`config.mk`:
```
export PLATFORM = sky130hd
export DESIGN_NAME = plotter_motion_supervisor_core_flat
export DESIGN_NICKNAME = d
export VERILOG_FILES = /design/src/hw/rtl/pms_pkg.sv /design/src/hw/rtl/pms_req_if.sv /design/src/hw/rtl/pms_rsp_if.sv /design/src/hw/rtl/plotter_motion_supervisor_core.sv /design/src/flat_wrapper.sv
export SDC_FILE = /design/constraint.sdc
export NUM_CORES = 1
export LEC_CHECK = 0
export BUFFER_PORTS_ARGS = -buffer_cell sky130_fd_sc_hd__buf_2
export CAP_MARGIN = 10
export CORE_MARGIN = 2
export CORE_UTILIZATION = 40
export DETAILED_ROUTE_END_ITERATION = 8
export GPL_ROUTABILITY_DRIVEN = 0
export MAX_ROUTING_LAYER = met4
export PLACE_DENSITY = 0.61
export SLEW_MARGIN = 20
export SYNTH_ARGS = -nofsm -noshare
export SYNTH_HDL_FRONTEND = slang
export SYNTH_SLANG_ARGS = --single-unit
```
`constraint.sdc`:
```
create_clock -name clock -period 5.2 [get_ports clock]
set_clock_uncertainty 0.05 [all_clocks]
set_input_delay 1.04 -clock clock [delete_from_list [all_inputs] [get_ports clock]]
set_output_delay 1.04 -clock clock [all_outputs]
set_load 0.005 [all_outputs]
```
`src/hw/rtl/pms_pkg.sv`:
```
// Package for the plotter motion supervisor: codes and channel word types.
package pms_pkg;

   typedef enum logic [2:0] {
      OP_TICK        = 3'd0,
      OP_HOME        = 3'd1,
      OP_MOVE        = 3'd2,
      OP_ABORT       = 3'd3,
      OP_FAULT_RESET = 3'd4
   } op_type;

   typedef enum logic [2:0] {
      MODE_INIT   = 3'd0,
      MODE_IDLE   = 3'd1,
      MODE_HOMING = 3'd2,
      MODE_MOVING = 3'd3,
      MODE_FAULT  = 3'd4
   } mode_type;

   typedef enum logic [2:0] {
      CAUSE_NONE         = 3'd0,
      CAUSE_INIT_FAILED  = 3'd1,
      CAUSE_HOMING_LIMIT = 3'd2,
      CAUSE_MOVE_LIMIT   = 3'd3,
      CAUSE_INVALID      = 3'd4,
      CAUSE_TIMEOUT      = 3'd5
   } cause_type;

   // bit positions in the limit and mask vectors
   localparam int unsigned LIM_LEFT   = 0;
   localparam int unsigned LIM_RIGHT  = 1;
   localparam int unsigned LIM_BOTTOM = 2;
   localparam int unsigned LIM_TOP    = 3;
   localparam int unsigned LIM_COUNT  = 4;

   typedef struct packed {
      logic [2:0]         operation;
      logic               limit_left;
      logic               limit_right;
      logic               limit_bottom;
      logic               limit_top;
      logic signed [15:0] target_x;
      logic signed [15:0] target_y;
      logic               homing_done;
      logic               motion_done;
      logic               motion_invalid;
      logic               motion_timeout;
      logic               init_ok;
   } req_type;

   typedef struct packed {
      logic [2:0] mode;
      logic       start_homing;
      logic       start_move;
      logic       stop_motors;
      logic       abort_motion;
      logic       move_rejected;
      logic [2:0] fault_cause;
   } rsp_type;

endpackage

```
`src/hw/rtl/pms_req_if.sv`:
```
// Request channel: valid/ready handshake carrying one command word.
interface pms_req_if;
   import pms_pkg::*;

   logic    valid;
   logic    ready;
   req_type data;

   modport source (output valid, output data, input ready);
   modport sink   (input valid, input data, output ready);
endinterface

```
`src/hw/rtl/pms_rsp_if.sv`:
```
// Response channel: valid/ready handshake carrying one status word.
interface pms_rsp_if;
   import pms_pkg::*;

   logic    valid;
   logic    ready;
   rsp_type data;

   modport source (output valid, output data, input ready);
   modport sink   (input valid, input data, output ready);
endinterface

```
`src/hw/rtl/plotter_motion_supervisor_core.sv`:
```
// Plotter motion supervisor: mode state machine with limit masking.
// A word passes the input register, then decision logic into the response
// register. Throughput: one word per cycle unless the response stalls; the
// mode and mask registers update as a word leaves the input register, so
// the next word sees them at once.
// Reset: synchronous, active high; mode returns to initializing, masks clear,
// both pipeline registers empty.
module plotter_motion_supervisor_core (
   input logic       clock,
   input logic       reset,
   pms_req_if.sink   req_chan,
   pms_rsp_if.source rsp_chan
);
   import pms_pkg::*;

   logic                 in_valid_ff;
   req_type              in_ff;
   logic                 rsp_valid_ff;
   rsp_type              rsp_ff;
   mode_type             mode_ff;
   logic [LIM_COUNT-1:0] mask_ff;

   mode_type             mode_in;
   logic [LIM_COUNT-1:0] mask_in;
   rsp_type              rsp_in;

   logic                 load;
   logic                 take;
   logic [LIM_COUNT-1:0] lim;
   logic                 tx_neg, tx_pos, ty_neg, ty_pos;
   logic                 reject;
   logic                 home_hit;
   logic                 move_hit;
   logic                 known_mode;

   assign load = in_valid_ff && (!rsp_valid_ff || rsp_chan.ready);
   assign take = req_chan.valid && req_chan.ready;
   assign req_chan.ready = !in_valid_ff || load;

   assign rsp_chan.valid = rsp_valid_ff;
   assign rsp_chan.data  = rsp_ff;

   assign lim[LIM_LEFT]   = in_ff.limit_left;
   assign lim[LIM_RIGHT]  = in_ff.limit_right;
   assign lim[LIM_BOTTOM] = in_ff.limit_bottom;
   assign lim[LIM_TOP]    = in_ff.limit_top;

   assign tx_neg = in_ff.target_x[15];
   assign tx_pos = !in_ff.target_x[15] && (|in_ff.target_x);
   assign ty_neg = in_ff.target_y[15];
   assign ty_pos = !in_ff.target_y[15] && (|in_ff.target_y);

   assign reject = (lim[LIM_LEFT] && tx_neg) || (lim[LIM_RIGHT] && tx_pos) ||
                   (lim[LIM_BOTTOM] && ty_neg) || (lim[LIM_TOP] && ty_pos);

   // a pressed switch stays masked only if it was masked before
   assign home_hit = (lim[LIM_RIGHT] && !mask_ff[LIM_RIGHT]) ||
                     (lim[LIM_TOP] && !mask_ff[LIM_TOP]);
   assign move_hit = |(lim & ~mask_ff);

   assign known_mode = mode_ff inside {MODE_INIT, MODE_IDLE, MODE_HOMING, MODE_MOVING};

   // next state and masks
   always_comb begin
      mode_in = mode_ff;
      mask_in = mask_ff;
      case (in_ff.operation)
         OP_TICK: begin
            case (mode_ff)
               MODE_INIT: begin
                  if (in_ff.init_ok) begin
                     mask_in = lim;
                     mode_in = MODE_HOMING;
                  end else begin
                     mode_in = MODE_FAULT;
                  end
               end
               MODE_IDLE: begin
               end
               MODE_HOMING: begin
                  mask_in[LIM_RIGHT] = mask_ff[LIM_RIGHT] & lim[LIM_RIGHT];
                  mask_in[LIM_TOP]   = mask_ff[LIM_TOP] & lim[LIM_TOP];
                  if (home_hit) begin
                     mode_in = MODE_FAULT;
                  end else if (in_ff.homing_done) begin
                     mode_in = MODE_IDLE;
                  end
               end
               MODE_MOVING: begin
                  mask_in = mask_ff & lim;
                  if (move_hit || in_ff.motion_invalid) begin
                     mode_in = MODE_FAULT;
                  end else if (in_ff.motion_done) begin
                     mode_in = MODE_IDLE;
                  end else if (in_ff.motion_timeout) begin
                     mode_in = MODE_FAULT;
                  end
               end
               default: begin
               end
            endcase
         end
         OP_HOME: begin
            if (mode_ff == MODE_IDLE) begin
               mask_in = lim;
               mode_in = MODE_HOMING;
            end
         end
         OP_MOVE: begin
            if (mode_ff == MODE_IDLE && !reject) begin
               mask_in = lim;
               mode_in = MODE_MOVING;
            end
         end
         OP_ABORT: begin
            mode_in = MODE_IDLE;
         end
         OP_FAULT_RESET: begin
            if (!known_mode) begin
               mode_in = MODE_IDLE;
            end
         end
         default: begin
         end
      endcase
   end

   // response word
   always_comb begin
      rsp_in               = '0;
      rsp_in.mode          = mode_in;
      rsp_in.fault_cause   = CAUSE_NONE;
      case (in_ff.operation)
         OP_TICK: begin
            case (mode_ff)
               MODE_INIT: begin
                  if (!in_ff.init_ok) begin
                     rsp_in.fault_cause = CAUSE_INIT_FAILED;
                  end
               end
               MODE_IDLE: begin
               end
               MODE_HOMING: begin
                  if (home_hit) begin
                     rsp_in.stop_motors = 1'b1;
                     rsp_in.fault_cause = CAUSE_HOMING_LIMIT;
                  end
               end
               MODE_MOVING: begin
                  if (move_hit) begin
                     rsp_in.fault_cause = CAUSE_MOVE_LIMIT;
                  end else if (in_ff.motion_invalid) begin
                     rsp_in.fault_cause = CAUSE_INVALID;
                  end else if (!in_ff.motion_done && in_ff.motion_timeout) begin
                     rsp_in.fault_cause = CAUSE_TIMEOUT;
                  end
               end
               default: begin
                  rsp_in.stop_motors = 1'b1;
               end
            endcase
         end
         OP_HOME: begin
            rsp_in.start_homing = (mode_ff == MODE_IDLE);
         end
         OP_MOVE: begin
            rsp_in.start_move    = (mode_ff == MODE_IDLE) && !reject;
            rsp_in.move_rejected = (mode_ff == MODE_IDLE) && reject;
         end
         OP_ABORT: begin
            rsp_in.abort_motion = 1'b1;
         end
         default: begin
         end
      endcase
      if (mode_ff == MODE_MOVING && mode_in != MODE_MOVING) begin
         rsp_in.abort_motion = 1'b1;
      end
   end

   always_ff @(posedge clock) begin
      if (reset) begin
         in_valid_ff  <= 1'b0;
         rsp_valid_ff <= 1'b0;
         mode_ff      <= MODE_INIT;
         mask_ff      <= '0;
      end else begin
         if (req_chan.ready) begin
            in_valid_ff <= req_chan.valid;
         end
         if (load) begin
            rsp_valid_ff <= 1'b1;
            mode_ff      <= mode_in;
            mask_ff      <= mask_in;
         end else if (rsp_chan.ready) begin
            rsp_valid_ff <= 1'b0;
         end
      end
   end

   always_ff @(posedge clock) begin
      if (take) begin
         in_ff <= req_chan.data;
      end
      if (load) begin
         rsp_ff <= rsp_in;
      end
   end

   a_mode_tracks_rsp: assert property (@(posedge clock) disable iff (reset)
      load |=> (rsp_ff.mode == mode_ff))
      else $error("mode register differs from last response word");

   a_cause_in_fault: assert property (@(posedge clock) disable iff (reset)
      (rsp_valid_ff && rsp_ff.fault_cause != CAUSE_NONE) |-> (rsp_ff.mode == MODE_FAULT))
      else $error("fault cause given outside fault mode");

   a_start_move_mode: assert property (@(posedge clock) disable iff (reset)
      (rsp_valid_ff && rsp_ff.start_move) |-> (rsp_ff.mode == MODE_MOVING && !rsp_ff.move_rejected))
      else $error("start_move without entering moving");

endmodule
```
`src/flat_wrapper.sv`:
```
// flat-port wrapper written by rule: the top's interface ports become plain ports
module plotter_motion_supervisor_core_flat import pms_pkg::*;
  (clock, reset, req_chan_valid, req_chan_data, req_chan_ready, rsp_chan_valid, rsp_chan_data, rsp_chan_ready);
  pms_req_if req_chan_i ();
  pms_rsp_if rsp_chan_i ();
  input logic clock;
  input logic reset;
  input wire logic [$bits(req_chan_i.valid)-1:0] req_chan_valid;
  input wire logic [$bits(req_chan_i.data)-1:0] req_chan_data;
  output wire logic [$bits(req_chan_i.ready)-1:0] req_chan_ready;
  output wire logic [$bits(rsp_chan_i.valid)-1:0] rsp_chan_valid;
  output wire logic [$bits(rsp_chan_i.data)-1:0] rsp_chan_data;
  input wire logic [$bits(rsp_chan_i.ready)-1:0] rsp_chan_ready;
  assign req_chan_i.valid = req_chan_valid;
  assign req_chan_i.data = req_chan_data;
  assign req_chan_ready = req_chan_i.ready;
  assign rsp_chan_valid = rsp_chan_i.valid;
  assign rsp_chan_data = rsp_chan_i.data;
  assign rsp_chan_i.ready = rsp_chan_ready;
  plotter_motion_supervisor_core u_core (.clock(clock), .reset(reset), .req_chan(req_chan_i), .rsp_chan(rsp_chan_i));
endmodule
```
==> results.md, run 1 <==
- Grt ovf: 0
- Share of layout cells above drive strength 1: a little under a third
- CTS Buf Count: 9
- Post_cts resized: 0
- Clk Latency, worst-skew pair: 0.34 ns
- RSZ-0062 raised after global routing: false
- Number of antenna violations at the first check in global routing: 0
- Syn nets: 249
- CTS tree: yes
- Row Count: 29
- Slew Limit Fails: 0
- Wire length per cell: between 10 and 15 µm
- Vias in the first global route: ~1700
- Mapped Area: 2680 µm²
- Routed wl met2: between 2000 and 2500 µm
- Routed vias/inst: about 5.2
- Reg clk slew, reported paths: around 0.070 ns
- Pre-CTS setup slack: roughly 2.6 ns
- Max cap viols: 0
- Root buffer cell: clkbuf_8
- R2r setup slk: 3.02 ns
- Highest routed metal layer: met4
- Die height: 85.8 µm
- Initial Utilization: 41.7%
- CP required: 4.11 ns
- Clk buf depth: 2
- Crit Path Max Fanout: 3
- DPL Wire Length: 3360 µm
- Synth Register Bits: 64
- Syn_area_per_cell: 13.3 µm²
- Global-route wire length before repair: 7650 µm
- Hold_buf cts: 0
- Fillers: roughly 560
- # setup viols final: 0
- M1 WL: 2030 µm
- Normalized max-slew margin: 35.9%
- Postcts setup bufs: 0
- Die area: 7360 µm²
- Global Route Usage Sum: 14.1%
- Total negative slack: 0 ns
- Worst setup EP type: output pin
- Synth Warn #: 0
- Largest cells by area after synthesis: edfxtp_1 (62%), dfxtp_1 (6.7%), nor2_1 (2.2%)
- Final wirelength: 4680 µm
- Cell taking the most area after synthesis: edfxtp_1
- Largest net degree at the start of global routing: 45
- Top-count cell post-synth: edfxtp_1
- Area Overhead vs Synth: 21.0%
- Cell Pwr Density: about 340 nW/µm²
- Peak Freq: between 300 and 400 MHz
- Synth top cells by count: edfxtp_1 (55), nor2_1 (16), inv_1 (13)
- R2R depth: 5
- Core region area: between 6000 and 7000 µm²
- Critical R2R Capture: u_core.rsp_chan.data[4]
- Hold_sp: u_core.mask_ff[3]
- Top_reg_cell synth: edfxtp_1
- Routed Antenna Nets: 0
- Clk sinks: 64
- Tcrit/Tclk final: 50.5%
- Post-Synthesis Cells: 201
- Status: finished with violations
- Maximum vdd drop: 0.219 mV
- # nets final: 313
- Period minus WS final: 2.63 ns
- Hold endpoint: u_core.mask_ff[3]
- Drt pass-1 iters: 8
- Async S/R FF share, synth: 0%
- Post-route DRC: 2
- Die Wd: approximately 86 µm
- Setup CP Type: input pin to output pin
- Ant diodes: 0
- H-tree lvl count: 3
- Worst Setup Slack, final: 2.57 ns
- Tightest Pin Transition: 0.962 ns
- CP startpoint kind: input pin
- Violated checks: design-rule violations
- Port bufs: 60
- Hold Crit Depth: 2
- Via count: 1816
- Post-synthesis sequential area ratio: 68.4%
- Critical path arrival: roughly 1.5 ns
- Synth top area share: 61.7%
- Post-synth EDFFs: 55
- Count of cell types in the netlist: 46
- Boundary Pins: roughly 60
- RR Startpoint: u_core.mode_ff[0]
- Leakage: 0.00122 µW
- Initial drt markers: 97
- Met3 wire len: 294 µm
- Hold Crit Class: flip-flop to flip-flop
- Hold Vio Cnt, Final: 0
## metal layers
metal	GRT usage [%]	vias up
li1	-	899
met1	16.1	846
met2	22.4	62
met3	5.20	9
met4	5.77	0
met5	-	-
## cells in the final DEF, fill, tap and decap left out, drive strengths merged, types with 3 or more instances in the layout
master | netlist | layout
a211oi | 4 | 4
a21oi | 8 | 8
a221oi | 4 | 4
a31oi | 4 | 4
a41oi | 3 | 3
buf | 6 | 60
clkbuf | 1 | 9
clkinvlp | 0 | 3
dfxtp | 9 | 9
edfxtp | 55 | 55
inv | 13 | 15
nand2 | 8 | 8
nand2b | 8 | 8
nor2 | 16 | 16
nor2b | 7 | 7
nor3 | 6 | 6
nor4 | 10 | 10
o21ai | 5 | 5
o21bai | 4 | 4
## logic make-up after synthesis
logic type                synth area share [%]
AOI/OAI and AO/OA                         12.3
xor gates and xnor gates                 0.981
buffers and inverters                     3.27
DFF                                       68.4
and+or+nand+nor                           15.0
## how the worst max path moves through the flow
stage                            endpoint            from
after floorplan           u_core.in_ff[0]  rsp_chan_ready
after global placement     req_chan_ready  rsp_chan_ready
after detailed placement   req_chan_ready  rsp_chan_ready
after CTS                  req_chan_ready  rsp_chan_ready
after global routing       req_chan_ready  rsp_chan_ready
final                      req_chan_ready  rsp_chan_ready
## per-stage QoR
stage | total power, µW | utilization [%] | area (µm²) | std cells | hold WS (ns)
finish | 1110 | 50.4 | 3240 | 347 | 0.414
global route | 1150 | 50.4 | 3240 | 347 | 0.440
floorplan | 666 | - | 2680 | 201 | 0.391
global placement | 700 | 47.3 | 3040 | 331 | 0.401
CTS | 1120 | 50.4 | 3240 | 347 | 0.418
detailed placement | 701 | 47.3 | 3040 | 331 | 0.407
## layout make-up
| type | count | area [µm²] | area share (%) |
|---|---|---|---|
| flip-flops and latches | 64 | 1830 | 56.5 |
| multi-input cells | 117 | 759 | 23.4 |
| repair buffers | 60 | 300 | 9.27 |
| clock buffers | 9 | 124 | 3.82 |
| well taps | 77 | 96.3 | 2.97 |
| clock inverters | 7 | 78.8 | 2.43 |
| inverters | 13 | 48.8 | 1.51 |
## sequential cells by signal (all words and copies together), names as in the netlist
register	cells
u_core.in_ff	44
u_core.mode_ff	3
u_core.mask_ff	4
u_core.in_valid_ff	1
u_core.rsp_chan.data	11
u_core.rsp_chan.valid	1
## critical path: stages
cell and delay [ns]:
buf_2 0.10, nor2b_1 0.17, nand2_1 0.09, buf_2 0.13
## power by group
group	internal (µW)	leakage (µW)	switching, µW
combinational	37.1	0.000519	42.4
clock	225	0.0000925	194
sequential	589	0.000607	20.2
total	851	0.00122	257
Power figures use the tool's default switching activity.
==> run 2: changes to the inputs <==
PLACE_DENSITY = 0.63   (was 0.61)
clock period = 2.1 ns   (was 5.2 ns; I/O delays follow)
==> run 2 against run 1 <==
  * The flow still finishes with violations (design-rule violations)
  * Sequential power rose by 140%
  * Clock power up 130%
  * Final area rose by 1.1%
  * Non-clock buffer count rose by 6
  * Sequential cell count did not move
  * Via count rose by 0.94%
  * Total power grew 140%
  * Cell count rose by 1.7%
  * Critical path depth is 1 higher
  * Routed wire length up 5.1%
  * Register-to-register slack worse by 2.8 ns
  * Clock-buffer cell count increased by 1
==> results.md, run 2 (same netlist as run 1, synthesis figures left out) <==
- Status: finished with violations
- Violated checks: design-rule violations
- Die Wd: 85.8 µm (unchanged)
- Root buffer cell: clkbuf_8
- Largest net degree at the start of global routing: 45 (unchanged)
- Hold_sp: req_chan_data[9]
- Critical Path Max Stage Delay: 0.42 ns (+0.25 ns)
- Fillers: 591 (+5.0%)
- Tightest Pin Transition: 0.961 ns (-0.000651 ns)
- Critical path arrival: 2.08 ns (+0.54 ns)
- Initial drt markers: 113 (+16%)
- Commonest non-fill, non-tap cell in the layout: buf_2
- Reg with most FFs: u_core.in_ff
- # setup viols final: 0 (unchanged)
- Reg clk slew, reported paths: 0.07 ns (about the same)
- Critical R2R Capture: u_core.mask_ff[2]
- Post_cts resized: 0 (unchanged)
- CTS Buf Count: 9 (unchanged)
- Pre-CTS setup slack: 0.130 ns (-2.45 ns)
- Port bufs: 60 (unchanged)
- Boundary Pins: 61 (unchanged)
- Die height: 85.8 µm (unchanged)
- Post-route DRC: 1 (-1)
- CP startpoint kind: flip-flop
- Crit Path Max Fanout: 4 (+1)
- Hold Vio Cnt, Final: 0 (unchanged)
- DPL Wire Length: 3610 µm (+7.4%)
- Clk Latency, worst-skew pair: 0.33 ns (about the same)
- Routed Antenna Nets: 0 (unchanged)
- Area Overhead vs Synth: 22.3%
- Peak Freq: 519 MHz
- Number of antenna violations at the first check in global routing: 0 (unchanged)
- Setup CP Type: flip-flop to flip-flop
- Worst setup EP type: flip-flop
- Slowest cell on crit path: edfxtp_1
- R2r setup slk: 0.17 ns (-2.85 ns)
- Leakage: 0.00125 µW (+2.7%)
- Maximum vdd drop: 0.557 mV (+150%)
- Commonest non-fill, non-tap cells in the layout: buf_2 (60), edfxtp_1 (55), nor2_1 (16)
- Postcts setup bufs: 0 (unchanged)
- Grt ovf: 0 (unchanged)
- Vias in the first global route: 1814 (+3.8%)
- Clk buf depth: 2 (unchanged)
- Max FFs per register: 44 (unchanged)
- Hold_buf cts: 0 (unchanged)
- Cell Chain, Critical Path: nor4_2 -> a41oi_1 -> or3_1 -> o21ai_2 -> a221oi_1
- Ant diodes: 0 (unchanged)
- Clk sinks: 64 (unchanged)
- Global Route Usage Sum: 14.9% (+0.78 points)
- Drt pass-1 iters: 6 (-2)
- Worst Setup Slack, final: 0.172 ns (-2.40 ns)
- Total negative slack: 0 ns (unchanged)
- Hold Crit Class: input pin to flip-flop
- Max cap viols: 0 (unchanged)
- CP required: 2.26 ns (-1.85 ns)
- RSZ-0062 raised after global routing: false
- Final wirelength: 4920 µm (+5.1%)
- Die area: 7360 µm² (unchanged)
- Share of layout cells above drive strength 1: 32.2% (+1.1 points)
- Global-route wire length before repair: 8020 µm (+4.8%)
- FF/Latch Area: 1830 µm² (unchanged)
- Period minus WS final: 1.93 ns
- Hold Crit Depth: 1 (-1)
- R2R depth: 5 (unchanged)
- Hold endpoint: u_core.in_ff[9]
- Multi-input logic area: 766 µm² (+0.82%)
- Core region area: 6420 µm² (unchanged)
- # nets final: 319 (+1.9%)
- Cell Pwr Density: 826 nW/µm² (+140%)
- Row Count: 29 (unchanged)
- CTS tree: yes
- Slew Limit Fails: 0 (unchanged)
- H-tree lvl count: 3 (unchanged)
- Via count: 1833 (+0.94%)
- Tcrit/Tclk final: between 90% and 100%
- Initial Utilization: 41.7% (unchanged)
- RR Startpoint: u_core.in_ff[36]
- Wire length per cell: 13.9 µm (+3.3%)
- Routed vias/inst: 5.19 (-0.78%)
- Normalized max-slew margin: 35.9% (+0.043 points)
-- run 2: layout make-up --
class	count	share of cell area (%)
inverters	13	1.49
well taps	77	2.94
clock buffers	10	3.90
flip-flops and latches	64	55.9
clock inverters	6	1.83
multi-input cells	117	23.4
repair buffers	66	10.5
-- run 2: per-stage QoR --
stage / power, µW / hold slack, ns / std cells / util, % / instance area [µm²]
floorplan: 1650 / 0.391 / 201 / - / 2680
global placement: 1740 / 0.400 / 337 / 48.0 / 3080
detailed placement: 1750 / 0.409 / 337 / 48.0 / 3080
CTS: 2740 / 0.186 / 353 / 50.9 / 3270
global route: 2830 / 0.178 / 353 / 51.0 / 3280
finish: 2700 / 0.205 / 353 / 51.0 / 3280
-- run 2: critical path: cells and delay by family, from the launching register on --
family	cells	cell delay (ns)
AOI/OAI and AO/OA	3	0.60
DFF	1	0.42
and+or+nand+nor	2	0.73
-- run 2: layer usage --
layer / share of wire (%) / wire, µm / vias up / global-route usage [%]
met5: 0 / 0 / - / -
met1: 42 / 2090 / 839 / 16.4
met2: 48 / 2380 / 66 / 23.9
li1: - / - / 915 / -
met4: 2.4 / 119 / 0 / 5.63
met3: 6.7 / 329 / 13 / 6.35
-- run 2: worst max-delay path by stage --
stage / slack, ns / from / cells after the start / endpoint
after CTS: 0.13 / u_core.in_ff[36] / 5 / u_core.mask_ff[2]
after global placement: 0.16 / u_core.in_ff[36] / 5 / u_core.mask_ff[2]
after global routing: 0.02 / u_core.in_ff[43] / 5 / u_core.mask_ff[0]
after detailed placement: 0.13 / u_core.in_ff[36] / 5 / u_core.mask_ff[2]
after floorplan: 0.01 / rsp_chan_ready / 3 / u_core.in_ff[0]
final: 0.17 / u_core.in_ff[36] / 5 / u_core.mask_ff[2]
-- run 2: where the power goes --
| group | switching (µW) | leakage [µW] | total (µW) | internal, µW |
|---|---|---|---|---|
| logic | 127 | 0.000550 | 228 | 101 |
| registers | 34.0 | 0.000607 | 1490 | 1460 |
| clock network | 441 | 0.0000937 | 982 | 541 |
